==> src/design/flmc_pkg.sv <==
`timescale 1ns / 1ps
`default_nettype none

package flmc_pkg;

   localparam int BUTTON_COMBOS_DEFAULT = 9;
   localparam int THRESH_COUNT = 8;
   localparam int THRESH_W = 8;

   localparam int CUR_W = 16;
   localparam int SECS_W = 16;
   localparam int SETTLE_W = 8;
   localparam int LEVEL_W = 8;
   localparam int CHOICE_W = 4;
   localparam int CSR_INDEX_W = 3;
   localparam int CSR_DATA_W = THRESH_COUNT * THRESH_W;

   localparam int REQ_DATA_W = 32;
   localparam int RSP_DATA_W = 8;

   // event kinds
   typedef enum logic [1:0] {
      OP_REPORT = 2'd0,
      OP_BUTTON = 2'd1,
      OP_SECOND = 2'd2,
      OP_SETTLE = 2'd3
   } op_type;

   // drive codes
   typedef logic [1:0] drive_type;
   localparam drive_type DRIVE_OFF  = 2'd0;
   localparam drive_type DRIVE_LOW  = 2'd1;
   localparam drive_type DRIVE_HIGH = 2'd2;

   // register indexes
   localparam logic [CSR_INDEX_W-1:0] CSR_CURRENT_HIGH = 3'd0;
   localparam logic [CSR_INDEX_W-1:0] CSR_AUTO_TIMEOUT = 3'd1;
   localparam logic [CSR_INDEX_W-1:0] CSR_MAN_TIMEOUT  = 3'd2;
   localparam logic [CSR_INDEX_W-1:0] CSR_SETTLE_TICKS = 3'd3;
   localparam logic [CSR_INDEX_W-1:0] CSR_THRESHOLDS   = 3'd4;

   typedef struct packed {
      logic [CUR_W-1:0]      current_high_level;
      logic [SECS_W-1:0]     auto_timeout_secs;
      logic [SECS_W-1:0]     manual_timeout_secs;
      logic [SETTLE_W-1:0]   settle_ticks;
      logic [CSR_DATA_W-1:0] button_thresholds;
   } cfg_type;

   typedef struct packed {
      logic [LEVEL_W-1:0] button_level;
      logic [CUR_W-1:0]   sensor_current;
      op_type             op;
   } item_type;

   typedef struct packed {
      logic      light_in_auto;
      logic      fan_in_auto;
      drive_type light_drive;
      drive_type fan_drive;
   } result_type;

   // fan part of a button combination: auto, high, low by thirds
   function automatic drive_type combo_fan(input logic [CHOICE_W-1:0] pick);
      drive_type d;
      unique case (pick)
         4'd3, 4'd4, 4'd5: d = DRIVE_HIGH;
         4'd6, 4'd7, 4'd8: d = DRIVE_LOW;
         default:          d = DRIVE_OFF;
      endcase
      return d;
   endfunction

   // light part of a button combination: auto, high, low in turn
   function automatic drive_type combo_light(input logic [CHOICE_W-1:0] pick);
      drive_type d;
      unique case (pick)
         4'd1, 4'd4, 4'd7: d = DRIVE_HIGH;
         4'd2, 4'd5, 4'd8: d = DRIVE_LOW;
         default:          d = DRIVE_OFF;
      endcase
      return d;
   endfunction

endpackage

`default_nettype wire

==> src/design/flmc_decode.sv <==
`timescale 1ns / 1ps
`default_nettype none

module flmc_decode
   import flmc_pkg::*;
#(
   parameter int BUTTON_COMBOS = BUTTON_COMBOS_DEFAULT
) (
   input  wire logic [LEVEL_W-1:0]    sample,
   input  wire logic [CSR_DATA_W-1:0] thresholds,
   output logic      [CHOICE_W-1:0]   pick
);

   // first threshold below the sample wins, else the last combination
   always_comb begin
      logic found;
      found = 1'b0;
      pick  = CHOICE_W'(BUTTON_COMBOS - 1);
      for (int i = 0; i < THRESH_COUNT; i++) begin
         if (!found && (i < BUTTON_COMBOS - 1) &&
             (sample > thresholds[i*THRESH_W +: THRESH_W])) begin
            found = 1'b1;
            pick  = CHOICE_W'(i);
         end
      end
   end

endmodule

`default_nettype wire

==> src/design/flmc_core.sv <==
`timescale 1ns / 1ps
`default_nettype none

module flmc_core
   import flmc_pkg::*;
#(
   parameter int BUTTON_COMBOS = BUTTON_COMBOS_DEFAULT
) (
   input  wire logic       clock,
   input  wire logic       reset,
   input  wire logic       step,
   input  wire item_type   item,
   input  wire cfg_type    cfg,
   output result_type      result
);

   typedef enum logic [1:0] {
      PH_PROCESSED = 2'd0,
      PH_CHANGING  = 2'd1,
      PH_CHANGED   = 2'd2
   } phase_type;

   drive_type             fan_present_ff, fan_present_in;
   drive_type             fan_target_ff, fan_target_in;
   logic                  fan_auto_ff, fan_auto_in;
   drive_type             light_present_ff, light_present_in;
   logic                  light_auto_ff, light_auto_in;
   logic [SECS_W-1:0]     fan_timer_ff, fan_timer_in;
   logic [SECS_W-1:0]     light_timer_ff, light_timer_in;
   logic [SETTLE_W-1:0]   settle_ff, settle_in;
   logic [LEVEL_W-1:0]    last_sample_ff, last_sample_in;
   phase_type             phase_ff, phase_in;
   logic [CHOICE_W-1:0]   choice_ff, choice_in;
   logic [CHOICE_W-1:0]   pick;
   logic [LEVEL_W-1:0]    decode_sample;

   // a button item always leaves its own level as the last sample
   assign decode_sample = (item.op == OP_BUTTON) ? item.button_level : last_sample_ff;

   flmc_decode #(
      .BUTTON_COMBOS (BUTTON_COMBOS)
   ) u_decode (
      .sample     (decode_sample),
      .thresholds (cfg.button_thresholds),
      .pick       (pick)
   );

   always_comb begin
      fan_present_in   = fan_present_ff;
      fan_target_in    = fan_target_ff;
      fan_auto_in      = fan_auto_ff;
      light_present_in = light_present_ff;
      light_auto_in    = light_auto_ff;
      fan_timer_in     = fan_timer_ff;
      light_timer_in   = light_timer_ff;
      settle_in        = settle_ff;
      last_sample_in   = last_sample_ff;
      phase_in         = phase_ff;
      choice_in        = choice_ff;

      // apply the event
      unique case (item.op)
         OP_REPORT: begin
            fan_timer_in   = cfg.auto_timeout_secs;
            light_timer_in = cfg.auto_timeout_secs;
            if (fan_auto_ff) begin
               fan_target_in = (item.sensor_current >= cfg.current_high_level) ?
                               DRIVE_HIGH : DRIVE_LOW;
            end
            if (light_auto_ff) begin
               light_present_in = DRIVE_LOW;
            end
         end
         OP_BUTTON: begin
            if (item.button_level != last_sample_ff) begin
               phase_in       = PH_CHANGING;
               last_sample_in = item.button_level;
            end else if (phase_ff == PH_CHANGING) begin
               phase_in = PH_CHANGED;
            end
         end
         OP_SECOND: begin
            if (fan_timer_ff != '0) fan_timer_in = fan_timer_ff - 1'b1;
            if (light_timer_ff != '0) light_timer_in = light_timer_ff - 1'b1;
         end
         OP_SETTLE: begin
            if (settle_ff != '0) settle_in = settle_ff - 1'b1;
         end
         default: begin
         end
      endcase

      // timeouts
      if (fan_timer_in == '0) begin
         fan_target_in = DRIVE_OFF;
         fan_auto_in   = 1'b1;
      end
      if (light_timer_in == '0) begin
         light_present_in = DRIVE_OFF;
         light_auto_in    = 1'b1;
      end

      // stable button decode
      if (phase_in == PH_CHANGED) begin
         phase_in = PH_PROCESSED;
         if (pick != choice_ff) begin
            fan_target_in    = combo_fan(pick);
            light_present_in = combo_light(pick);
            fan_auto_in      = (combo_fan(pick) == DRIVE_OFF);
            light_auto_in    = (combo_light(pick) == DRIVE_OFF);
            if (combo_fan(pick) != DRIVE_OFF) fan_timer_in = cfg.manual_timeout_secs;
            if (combo_light(pick) != DRIVE_OFF) light_timer_in = cfg.manual_timeout_secs;
            choice_in = pick;
         end
      end

      // fan speed change always passes through off
      if (fan_present_ff != fan_target_in && settle_in == '0) begin
         if (fan_present_ff == DRIVE_OFF) begin
            fan_present_in = fan_target_in;
         end else begin
            fan_present_in = DRIVE_OFF;
            if (fan_target_in != DRIVE_OFF) settle_in = cfg.settle_ticks;
         end
      end
   end

   always_ff @(posedge clock) begin
      if (reset) begin
         fan_present_ff   <= DRIVE_OFF;
         fan_target_ff    <= DRIVE_OFF;
         fan_auto_ff      <= 1'b1;
         light_present_ff <= DRIVE_OFF;
         light_auto_ff    <= 1'b1;
         fan_timer_ff     <= '0;
         light_timer_ff   <= '0;
         settle_ff        <= '0;
         last_sample_ff   <= '0;
         phase_ff         <= PH_PROCESSED;
         choice_ff        <= '0;
      end else if (step) begin
         fan_present_ff   <= fan_present_in;
         fan_target_ff    <= fan_target_in;
         fan_auto_ff      <= fan_auto_in;
         light_present_ff <= light_present_in;
         light_auto_ff    <= light_auto_in;
         fan_timer_ff     <= fan_timer_in;
         light_timer_ff   <= light_timer_in;
         settle_ff        <= settle_in;
         last_sample_ff   <= last_sample_in;
         phase_ff         <= phase_in;
         choice_ff        <= choice_in;
      end
   end

   assign result.fan_drive     = fan_present_in;
   assign result.light_drive   = light_present_in;
   assign result.fan_in_auto   = fan_auto_in;
   assign result.light_in_auto = light_auto_in;

endmodule

`default_nettype wire

==> src/design/fan_light_mode_controller.sv <==
`timescale 1ns / 1ps
`default_nettype none

// channel  | direction | handshake            | payload
// ---------+-----------+----------------------+-------------------------------------
// req      | in        | req_tvalid/tready    | op, sensor_current, button_level
// rsp      | out       | rsp_tvalid/tready    | fan_drive, light_drive, auto flags
// csr      | in        | csr_we (no wait)     | csr_index, csr_wdata
//
// one item per cycle sustained while rsp_tready stays high; an item's result passes from
// the input register through one evaluation pass into the result register
// the rate is set by the single evaluation pass that updates all mode state
// reset is synchronous: config, timers and valid flags zero, both outputs off and in auto
// a stalled result holds in the result register while one more item waits in
// the input register; req_tready drops only when both are full and the result
// is not being taken

module fan_light_mode_controller
   import flmc_pkg::*;
#(
   parameter int BUTTON_COMBOS = BUTTON_COMBOS_DEFAULT
) (
   input  wire logic                   clock,
   input  wire logic                   reset,
   // op [1:0], sensor_current [17:2], button_level [25:18], zero [31:26]
   input  wire logic [REQ_DATA_W-1:0]  req_tdata,
   input  wire logic                   req_tvalid,
   output logic                        req_tready,
   // fan_drive [1:0], light_drive [3:2], fan_in_auto [4], light_in_auto [5], zero [7:6]
   output logic      [RSP_DATA_W-1:0]  rsp_tdata,
   output logic                        rsp_tvalid,
   input  wire logic                   rsp_tready,
   input  wire logic                   csr_we,
   input  wire logic [CSR_INDEX_W-1:0] csr_index,
   input  wire logic [CSR_DATA_W-1:0]  csr_wdata
);

   cfg_type    cfg_ff;
   item_type   item_ff;
   logic       item_valid_ff;
   result_type result_ff;
   logic       rsp_valid_ff;
   result_type result_in;
   logic       step;

   // the held item is evaluated once the result register is free
   assign step       = item_valid_ff && (!rsp_valid_ff || rsp_tready);
   assign req_tready = !item_valid_ff || step;

   // configuration registers, unknown indexes ignored
   always_ff @(posedge clock) begin
      if (reset) begin
         cfg_ff <= '0;
      end else if (csr_we) begin
         unique case (csr_index)
            CSR_CURRENT_HIGH: cfg_ff.current_high_level  <= csr_wdata[CUR_W-1:0];
            CSR_AUTO_TIMEOUT: cfg_ff.auto_timeout_secs   <= csr_wdata[SECS_W-1:0];
            CSR_MAN_TIMEOUT:  cfg_ff.manual_timeout_secs <= csr_wdata[SECS_W-1:0];
            CSR_SETTLE_TICKS: cfg_ff.settle_ticks        <= csr_wdata[SETTLE_W-1:0];
            CSR_THRESHOLDS:   cfg_ff.button_thresholds   <= csr_wdata;
            default: begin
            end
         endcase
      end
   end

   // input register
   always_ff @(posedge clock) begin
      if (reset) begin
         item_valid_ff <= 1'b0;
      end else if (req_tready) begin
         item_valid_ff <= req_tvalid;
      end
   end

   always_ff @(posedge clock) begin
      if (req_tready && req_tvalid) begin
         item_ff <= req_tdata[$bits(item_type)-1:0];
      end
   end

   flmc_core #(
      .BUTTON_COMBOS (BUTTON_COMBOS)
   ) u_core (
      .clock  (clock),
      .reset  (reset),
      .step   (step),
      .item   (item_ff),
      .cfg    (cfg_ff),
      .result (result_in)
   );

   // result register
   always_ff @(posedge clock) begin
      if (reset) begin
         rsp_valid_ff <= 1'b0;
      end else if (step) begin
         rsp_valid_ff <= 1'b1;
      end else if (rsp_tready) begin
         rsp_valid_ff <= 1'b0;
      end
   end

   always_ff @(posedge clock) begin
      if (step) begin
         result_ff <= result_in;
      end
   end

   assign rsp_tvalid = rsp_valid_ff;
   assign rsp_tdata  = {(RSP_DATA_W - $bits(result_type))'(0), result_ff};

endmodule

`default_nettype wire
==> config.mk <==
export PLATFORM = sky130hd
export DESIGN_NAME = fan_light_mode_controller
export DESIGN_NICKNAME = d
export VERILOG_FILES = /design/src/design/flmc_pkg.sv /design/src/design/flmc_decode.sv /design/src/design/flmc_core.sv /design/src/design/fan_light_mode_controller.sv
export SDC_FILE = /design/constraint.sdc
export NUM_CORES = 1
export LEC_CHECK = 0
export BUFFER_PORTS_ARGS = -buffer_cell sky130_fd_sc_hd__buf_2
export CORE_ASPECT_RATIO = 1.25
export CORE_MARGIN = 2
export CORE_UTILIZATION = 63
export CTS_BUF_LIST = sky130_fd_sc_hd__clkbuf_4 sky130_fd_sc_hd__clkbuf_8
export DETAILED_ROUTE_END_ITERATION = 8
export PLACE_DENSITY = 0.92
export SLEW_MARGIN = 20
export SYNTH_ARGS = -nofsm -noshare
export SYNTH_HDL_FRONTEND = slang
export SYNTH_HIERARCHICAL = 1
export SYNTH_SLANG_ARGS = --single-unit
==> constraint.sdc <==
create_clock -name clock -period 6.4 [get_ports clock]
set_input_delay 0.96 -clock clock [delete_from_list [all_inputs] [get_ports clock]]
set_output_delay 0.96 -clock clock [all_outputs]
set_load 0.1 [all_outputs]
After elaboration in Yosys (flattened, before gate mapping)
Cells that the tools add are included.

Register bits: 216. Bits in latches: 0. RAM bits: 0. ROM bits: 0. Input bits: 104. Output and inout port bits: 10. Logic and storage cells: 166. Memories: 0.

$add $sub $neg: 3. $mul: 0. Div/mod/pow operators: 0. Magnitude comparators: 9. Equality and inequality tests: 20. Shift operators: 0. Mux-type cells: 62. Bitwise gates (word level): 0. Reduce and logical (&&, ||, !) cells: 47.

Operators with widths (number): two-way mux 16 bit (8); > comparator 8 bit (8); one-hot mux 16 bit (2 select lines) (2); two-way mux 8 bit (6); two-way mux 2 bit (21); zero test 16 bit (2); two-way mux 4 bit (8); nonzero test 16 bit (2); subtractor 16 x 1 -> 16 bit, second input constant (2); equality test 4 x 3 -> 1 bit, second input constant (4); >= comparator 16 bit (1); two-way mux 1 bit (15); OR reduction 3 bit (4); logical AND 1 bit (10); AND reduction 2 bit (5); zero test 1 bit (9); equality test 4 x 2 -> 1 bit, second input constant (2); zero test 2 bit (4); zero test 8 bit (1); inequality test 8 bit (1); one-hot mux 2 bit (2 select lines) (2); nonzero test 2 bit (4); nonzero test 8 bit (1); subtractor 8 x 1 -> 8 bit, second input constant (1); other kinds (12) (18).

Logic depth before layout (Yosys ltp)
Depth in word-level cells: 34. Mapped depth: 23. Depth with buffers taken out: 20.

Hierarchy
The synthesis kept the hierarchy.

By module, submodules not included: fan_light_mode_controller (times used 1, cells an instance 512, area an instance 6083.3 um^2, seq. area each 3403.3 um^2); flmc_core (times used 1, cells an instance 724, area an instance 5470.2 um^2, seq. area each 1241.2 um^2); flmc_decode (times used 1, cells an instance 226, area an instance 1664.1 um^2, seq. area each 0.0 um^2).

Least setup slack after synthesis
No wires, ideal clock.

Kind: register -> register. Start point: register item_ff[1] (netlist bit). End point: register u_core.light_timer_ff[11]. Setup time: 0.128 ns. Arrival time: 4.950 ns. Required time: 6.272 ns. Path slack: 1.323 ns. Cell stages (with the launch flop): 22. Buffers on the path: 4. Clock period less this slack: 5.077 ns. Cell sequence: edfxtp_1 -> clkbuf_1 -> nor2_1 -> mux2_2 -> ha_1 -> a211o_1 -> a21oi_2 -> a31oi_1 -> nor3_2 -> or3b_1 -> nor2b_1 -> clkbuf_1 -> xnor2_1 -> nand4_1 -> o21ai_0 -> or2_2 -> clkbuf_1 -> nor2_1 -> buf_1 -> mux2_2 -> mux2i_1 -> nor2_1.

Cells in the longest elaborated chain, start to end: 34.

Ends and longest elaborated chain: start: declaration (RTL line fan_light_mode_controller.sv:39) `item_type item_ff;`; start signal: assignment (RTL line fan_light_mode_controller.sv:78) `item_ff <= req_tdata[$bits(item_type)-1:0];`; equality test 2 x 1 -> 1 bit * (RTL line flmc_core.sv:38) `assign decode_sample = (item.op == OP_BUTTON) ? item.button_level : last_sample_ff;`; two-way mux 8 bit * (RTL line flmc_core.sv:38); via u_core.decode_sample[7] (RTL line flmc_core.sv:35) `logic [LEVEL_W-1:0] decode_sample;`; > comparator 8 bit (RTL line flmc_decode.sv:21) `(sample > thresholds[i*THRESH_W +: THRESH_W])) begin`; two-way mux 1 bit (RTL line flmc_decode.sv:20) `if (!found && (i < BUTTON_COMBOS - 1) &&`; zero test 1 bit (RTL line flmc_decode.sv:20); logical AND 1 bit (RTL line flmc_decode.sv:20); two-way mux 1 bit (RTL line flmc_decode.sv:20); [... 18 more ...]; via u_core.pick[2] (RTL line flmc_core.sv:34) `logic [CHOICE_W-1:0] pick;`; [... 1 more ...]; OR reduction 3 bit (RTL line flmc_pkg.sv:77) `unique case (pick)`; one-hot mux 2 bit (2 select lines) (RTL line flmc_pkg.sv:77); two-way mux 2 bit (RTL line flmc_core.sv:106) `if (pick != choice_ff) begin`; two-way mux 2 bit (RTL line flmc_core.sv:104) `if (phase_in == PH_CHANGED) begin`; nonzero test 2 bit (RTL line flmc_core.sv:112) `if (combo_light(pick) != DRIVE_OFF) light_timer_in = cfg.manual_timeout_secs;`; two-way mux 16 bit (RTL line flmc_core.sv:112); two-way mux 16 bit * (RTL line flmc_core.sv:106); two-way mux 16 bit * (RTL line flmc_core.sv:104); end signal: assignment (RTL line flmc_core.sv:148) `light_timer_ff <= light_timer_in;`; end: declaration (RTL line flmc_core.sv:29) `logic [SECS_W-1:0] light_timer_ff, light_timer_in;`.

Mark *: on every way through the listed nets, which the timed path passes. The rest lies on a longest branch. The select of a mux whose other input is x is not followed. A chain may end at the register's enable or synchronous reset.

Worst setup path in the final report
Start point: register item_ff[0] (netlist bit). End point: register u_core.settle_ff[6].

Cells in the longest elaborated chain, start to end: 34.

Ends and longest elaborated chain: equality test 2 x 1 -> 1 bit * (RTL line flmc_core.sv:38); two-way mux 8 bit * (RTL line flmc_core.sv:38); via u_core.decode_sample[0] (RTL line flmc_core.sv:35); > comparator 8 bit (RTL line flmc_decode.sv:21); two-way mux 1 bit (RTL line flmc_decode.sv:20); zero test 1 bit (RTL line flmc_decode.sv:20); logical AND 1 bit (RTL line flmc_decode.sv:20); two-way mux 1 bit (RTL line flmc_decode.sv:20); [... 18 more ...]; via u_core.pick[3] (RTL line flmc_core.sv:34); [... 1 more ...]; OR reduction 3 bit (RTL line flmc_pkg.sv:66) `unique case (pick)`; one-hot mux 2 bit (2 select lines) (RTL line flmc_pkg.sv:66); two-way mux 2 bit * (RTL line flmc_core.sv:106); two-way mux 2 bit * (RTL line flmc_core.sv:104); nonzero test 2 bit (RTL line flmc_core.sv:123) `if (fan_target_in != DRIVE_OFF) settle_in = cfg.settle_ticks;`; two-way mux 8 bit (RTL line flmc_core.sv:123); two-way mux 8 bit (RTL line flmc_core.sv:119) `if (fan_present_ff == DRIVE_OFF) begin`; two-way mux 8 bit * (RTL line flmc_core.sv:118) `if (fan_present_ff != fan_target_in && settle_in == '0) begin`; end signal: assignment (RTL line flmc_core.sv:149) `settle_ff <= settle_in;`; end: declaration (RTL line flmc_core.sv:30) `logic [SETTLE_W-1:0] settle_ff, settle_in;`.

Mark *: on every way through the listed nets, which the timed path passes. The rest lies on a longest branch.

==> qor.log <==
qor: run_status.run_status complete, no violations
qor: sta.whs 473.2 ps
qor: synthesis.synth_async_sr_flop_share 0%
qor: synthesis.synth_enable_flop_cells 32
qor: placed_design.place_hpwl 24.21 mm
qor: synthesis.yosys.area_share.adder 7.952%
qor: pwr.power_frac_clock 36.7%
qor: clock_network.library_cell_used_as_clock_root_buffer clkbuf_8
qor: cells_and_area.multi_input_combinational_cell_area 7797 sq um
qor: sta.slew_headroom 32.46%
qor: setup_path.critical_path.cell_chain inv_2 > nor2_1 > mux2_2 > inv_1 > ha_1 > nor2b_1 > o211ai_1 > a211oi_1 > nor3_2 > or3b_1 > nor2_1 > xnor2_1 > nand4_1 > o21ai_0 > or2_2 > mux2_2 > a211o_1 > a221oi_2 > nand2_1 > a311oi_1
qor: hold_path.worstHoldPathType flip-flop to flip-flop
qor: clock_network.ctsHoldBuffers 0
qor: synthesis.synth.top_cell.area_share 27.87%
qor: sta.fmax 162.6 MHz
qor: job.max_cap_violations 0
qor: synthesis.sequential_cell_area_fraction_in_the_yosys_report 35.14%
qor: global_route.grt_first_pass_wirelength 57.23 mm
qor: die.dieHeight 165.9 um
qor: routing.remaining_drc_errors 0
qor: placed_design.dpl_worst_slack 460.6 ps
qor: global_route.grt_pass1_vias 11540
qor: synthesis.synthesis.yosys.warnings 6
qor: clock_network.clk_latency_worst_skew_pair 540 ps
qor: synthesis.avgSynthCellArea 9.041 sq um
qor: setup_path.worst-setup-path-type flip-flop to flip-flop
qor: clock_network.clk_pin_slew 60 ps
qor: sta.share_of_the_cycle_needed_by_the_critical_path_after_routing 96.11%
qor: clock_network.cts_buffer_depth 3
qor: routing.wirelength 35.98 mm
qor: sta.final_hold_violation_count 0
qor: cells_and_area.drive_above_1_share 15.22%
qor: global_route.overall_global_routing_resource_usage 31.77%
qor: global_route.overflow 0
qor: cells_and_area.diodes 0
qor: setup_path.worstPathBufferInverterCount 2
qor: clock_network.cts_inserted_buffers 35
qor: synthesis.synth_cell_type_count 95
qor: synthesis.synth_simple_gate_area_share 21.96%
qor: routing.count_of_tritonroute_iterations_in_the_first_routing_pass 7
qor: synthesis.yosysTopAreaCell dfxtp_1
qor: routing.drt-vias-per-instance 6.329
qor: die.boundaryPins 114
qor: synthesis.synth.ff_latch_count 216
qor: die.floorplan.core_area 20670 sq um
qor: sta.period_needed 6151 ps
qor: synthesis.synth_xor_area_share 1.126%
qor: cells_and_area.fin_util 70.09%
qor: cells_and_area.fillers 1472
qor: die.chipWidth 133.6 um
qor: cells_and_area.register_area 4644 sq um
qor: routing.detail-route-antenna-nets 0
qor: sta.timing_worst_slew_pin_value 1013 ps
qor: sta.endpoints_failing_setup 0
qor: setup_path.startpoint_type_of_the_worst_setup_path flip-flop
qor: pwr.total_switching_power 1.054 mW
qor: placed_design.placement.io_buffers 105
qor: setup_path.cp_data_required_time 6840 ps
qor: routing.first_iter_violations 1181
qor: pwr.power.leakage 5.966 nW
qor: synthesis.syn-cell-area 13220 sq um
qor: sta.unrepaired_setup_endpoints_after_global_routing no
qor: die.start_util 63.95%
qor: synthesis.share_of_the_synthesized_area_in_compound_gates_ao_oa_aoi_oai 13.49%
qor: clock_network.clock_tree.htree_level_count 2
qor: pwr.internal-power 2.409 mW
qor: clock_network.clock_sink_count 216
qor: setup_path.cpLargestDelayFamily simple AND/OR/NAND/NOR gates
qor: pwr.combinational_share_of_power 21.0%
qor: setup_path.worst_path_maximum_fanout 13
qor: pwr.irDropWorstVdd 0.1654 mV
qor: global_route.grt_start_max_net_pins 103
qor: synthesis.synth_top_flop_cell dfxtp_1
qor: synthesis.synth_area_leaders dfxtp_1 (28%), mux2i_1 (12%), nand2b_1 (9.1%)
qor: setup_path.cell_type_of_the_slowest_stage_on_the_worst_timing_path nor2_1
qor: placed_design.weighted_congestion_at_the_end_of_routability_driven_global_placement 0.9926
qor: pwr.netSwitchingFraction 30.43%
qor: clock_network.postCtsSetupBuffers 0
qor: cells_and_area.layout-area-overhead-vs-synth 9.608%
qor: synthesis.largest_family_of_logic_cells_by_synthesized_area simple AND/OR/NAND/NOR gates
qor: clock_network.cts_tree built
qor: clock_network.ctsResizeCount 0
qor: setup_path.worstSetupEndpointType flip-flop
qor: routing.vias 11550
qor: setup_path.crit_arrival 6590 ps
qor: synthesis.synth.mux.area_fraction 14.14%
qor: pwr.power_per_cell_area 239.0 nW/um^2
qor: die.die_outline_area 22160 sq um
qor: sta.setup_tns 0 ps
qor: routing.wl_per_cell 19.72 um
qor: synthesis.netlist_instances 1462
qor: global_route.grt_antenna_before_repair 0
qor: sta.finalWorstSetupSlack 249.3 ps
qor: die.fp-row-count 59
qor: cells_and_area.num-nets-final 1714
qor: setup_path.crit_path_max_incr_delay 650 ps
qor: pwr.sequentialPowerShare 42.3%
qor: sta.drv_slew 0
qor: sta.skew 21.41 ps
[sequential cells by signal, indices dropped and copies added, names as in the netlist, 4 cells and up]
register	count
u_core/choice_ff	4
rsp_tdata	6
cfg_ff	120
item_ff	26
u_core/last_sample_ff	8
u_core/fan_timer_ff	16
u_core/settle_ff	8
u_core/light_timer_ff	16
[final cells by class]
type | count | share of cell area (%)
Clock buffer | 52 | 4.551
Clock inverter | 10 | 0.5527
Inverter | 96 | 2.487
Multi-Input combinational cell | 1062 | 53.82
Timing Repair Buffer | 115 | 4.163
Sequential cell | 216 | 32.06
Tap cell | 274 | 2.366
[cells by family after synthesis]
logic type               count (synthesis)
AO/OA/AOI/OAI                          266
XOR/XNOR                                17
adder cells (fa/ha/maj)                 84
buffers and inverters                  185
flip-flops                             216
multiplexers                           184
other                                    1
AND/OR/NAND/NOR                        509
[worst min-delay path: stages (launching register included)]
cell	delay (ps)
dfxtp_1	310
nand2b_1	60
mux2i_1	60
[power by group through the flow]
stage / registers (mW) / clock network, mW / logic (mW)
2_1_floorplan: 1.49 / 0 / 0.515
3_3_place_gp: 1.49 / 0 / 0.664
3_5_place_dp: 1.49 / 0 / 0.691
4_1_cts: 1.46 / 1.28 / 0.703
5_1_grt: 1.47 / 1.33 / 0.782
6_report: 1.46 / 1.27 / 0.726
[synth_stat cells (12+ instances only)]
cell type / instances
a211oi_1: 30
mux2i_1: 162
nor2b_1: 14
nor4_1: 14
dfxtp_1: 184
nor3_1: 24
nand3_1: 20
nand2b_1: 192
a31oi_1: 22
a21oi_1: 70
mux2_2: 22
o21ai_0: 41
edfxtp_1: 32
nand2_1: 51
o22ai_1: 12
inv_1: 95
ha_1: 84
nand4_1: 20
clkbuf_1: 59
nor2_1: 108
[per-stage QoR]
step                power, mW  std cells  area [sq um]
global route            3.582       1825         14490
detailed placement      2.182       1763         13730
finish                  3.463       1825         14490
floorplan               2.005       1463         13220
CTS                     3.442       1825         14470
global placement        2.153       1763         13730
[final timing paths]
| check | start | to | slack, ps | depth (start not counted) |
|---|---|---|---|---|
| worst max-delay path | item_ff[0]$_DFFE_PP_ | u_core/settle_ff[6]$_SDFFE_PP0P_ | 250 | 20 |
| worst min-delay path | cfg_ff[44]$_SDFFE_PP0P_ | cfg_ff[44]$_SDFFE_PP0P_ | 470 | 2 |
| worst max register to register | item_ff[0]$_DFFE_PP_ | u_core/settle_ff[6]$_SDFFE_PP0P_ | 250 | 20 |
| worst min register to register | cfg_ff[44]$_SDFFE_PP0P_ | cfg_ff[44]$_SDFFE_PP0P_ | 470 | 2 |
[layer usage]
layer	GRT usage (%)	share of wire, %	vias up	wire (um)
li1	-	-	5340	-
met1	35.66	37	5380	13250
met2	55.47	49	623	17480
met3	4.762	7.0	208	2505
met4	21.14	7.6	0	2747
met5	0	0	-	0
[layout by cell type (no fill, tap or decap), types with 22 or more instances in the layout]
cell      instances
dfxtp_1         184
mux2_2           22
buf_2           104
a31oi_1          22
ha_1             84
edfxtp_1         32
nand2b_1        192
o21ai_0          41
nor2_1          108
inv_1            95
a21oi_1          70
clkbuf_8         43
a211oi_1         30
mux2i_1         162
nand2_1          51
nor3_1           24
No activity file was read; power rests on OpenSTA's default activity.
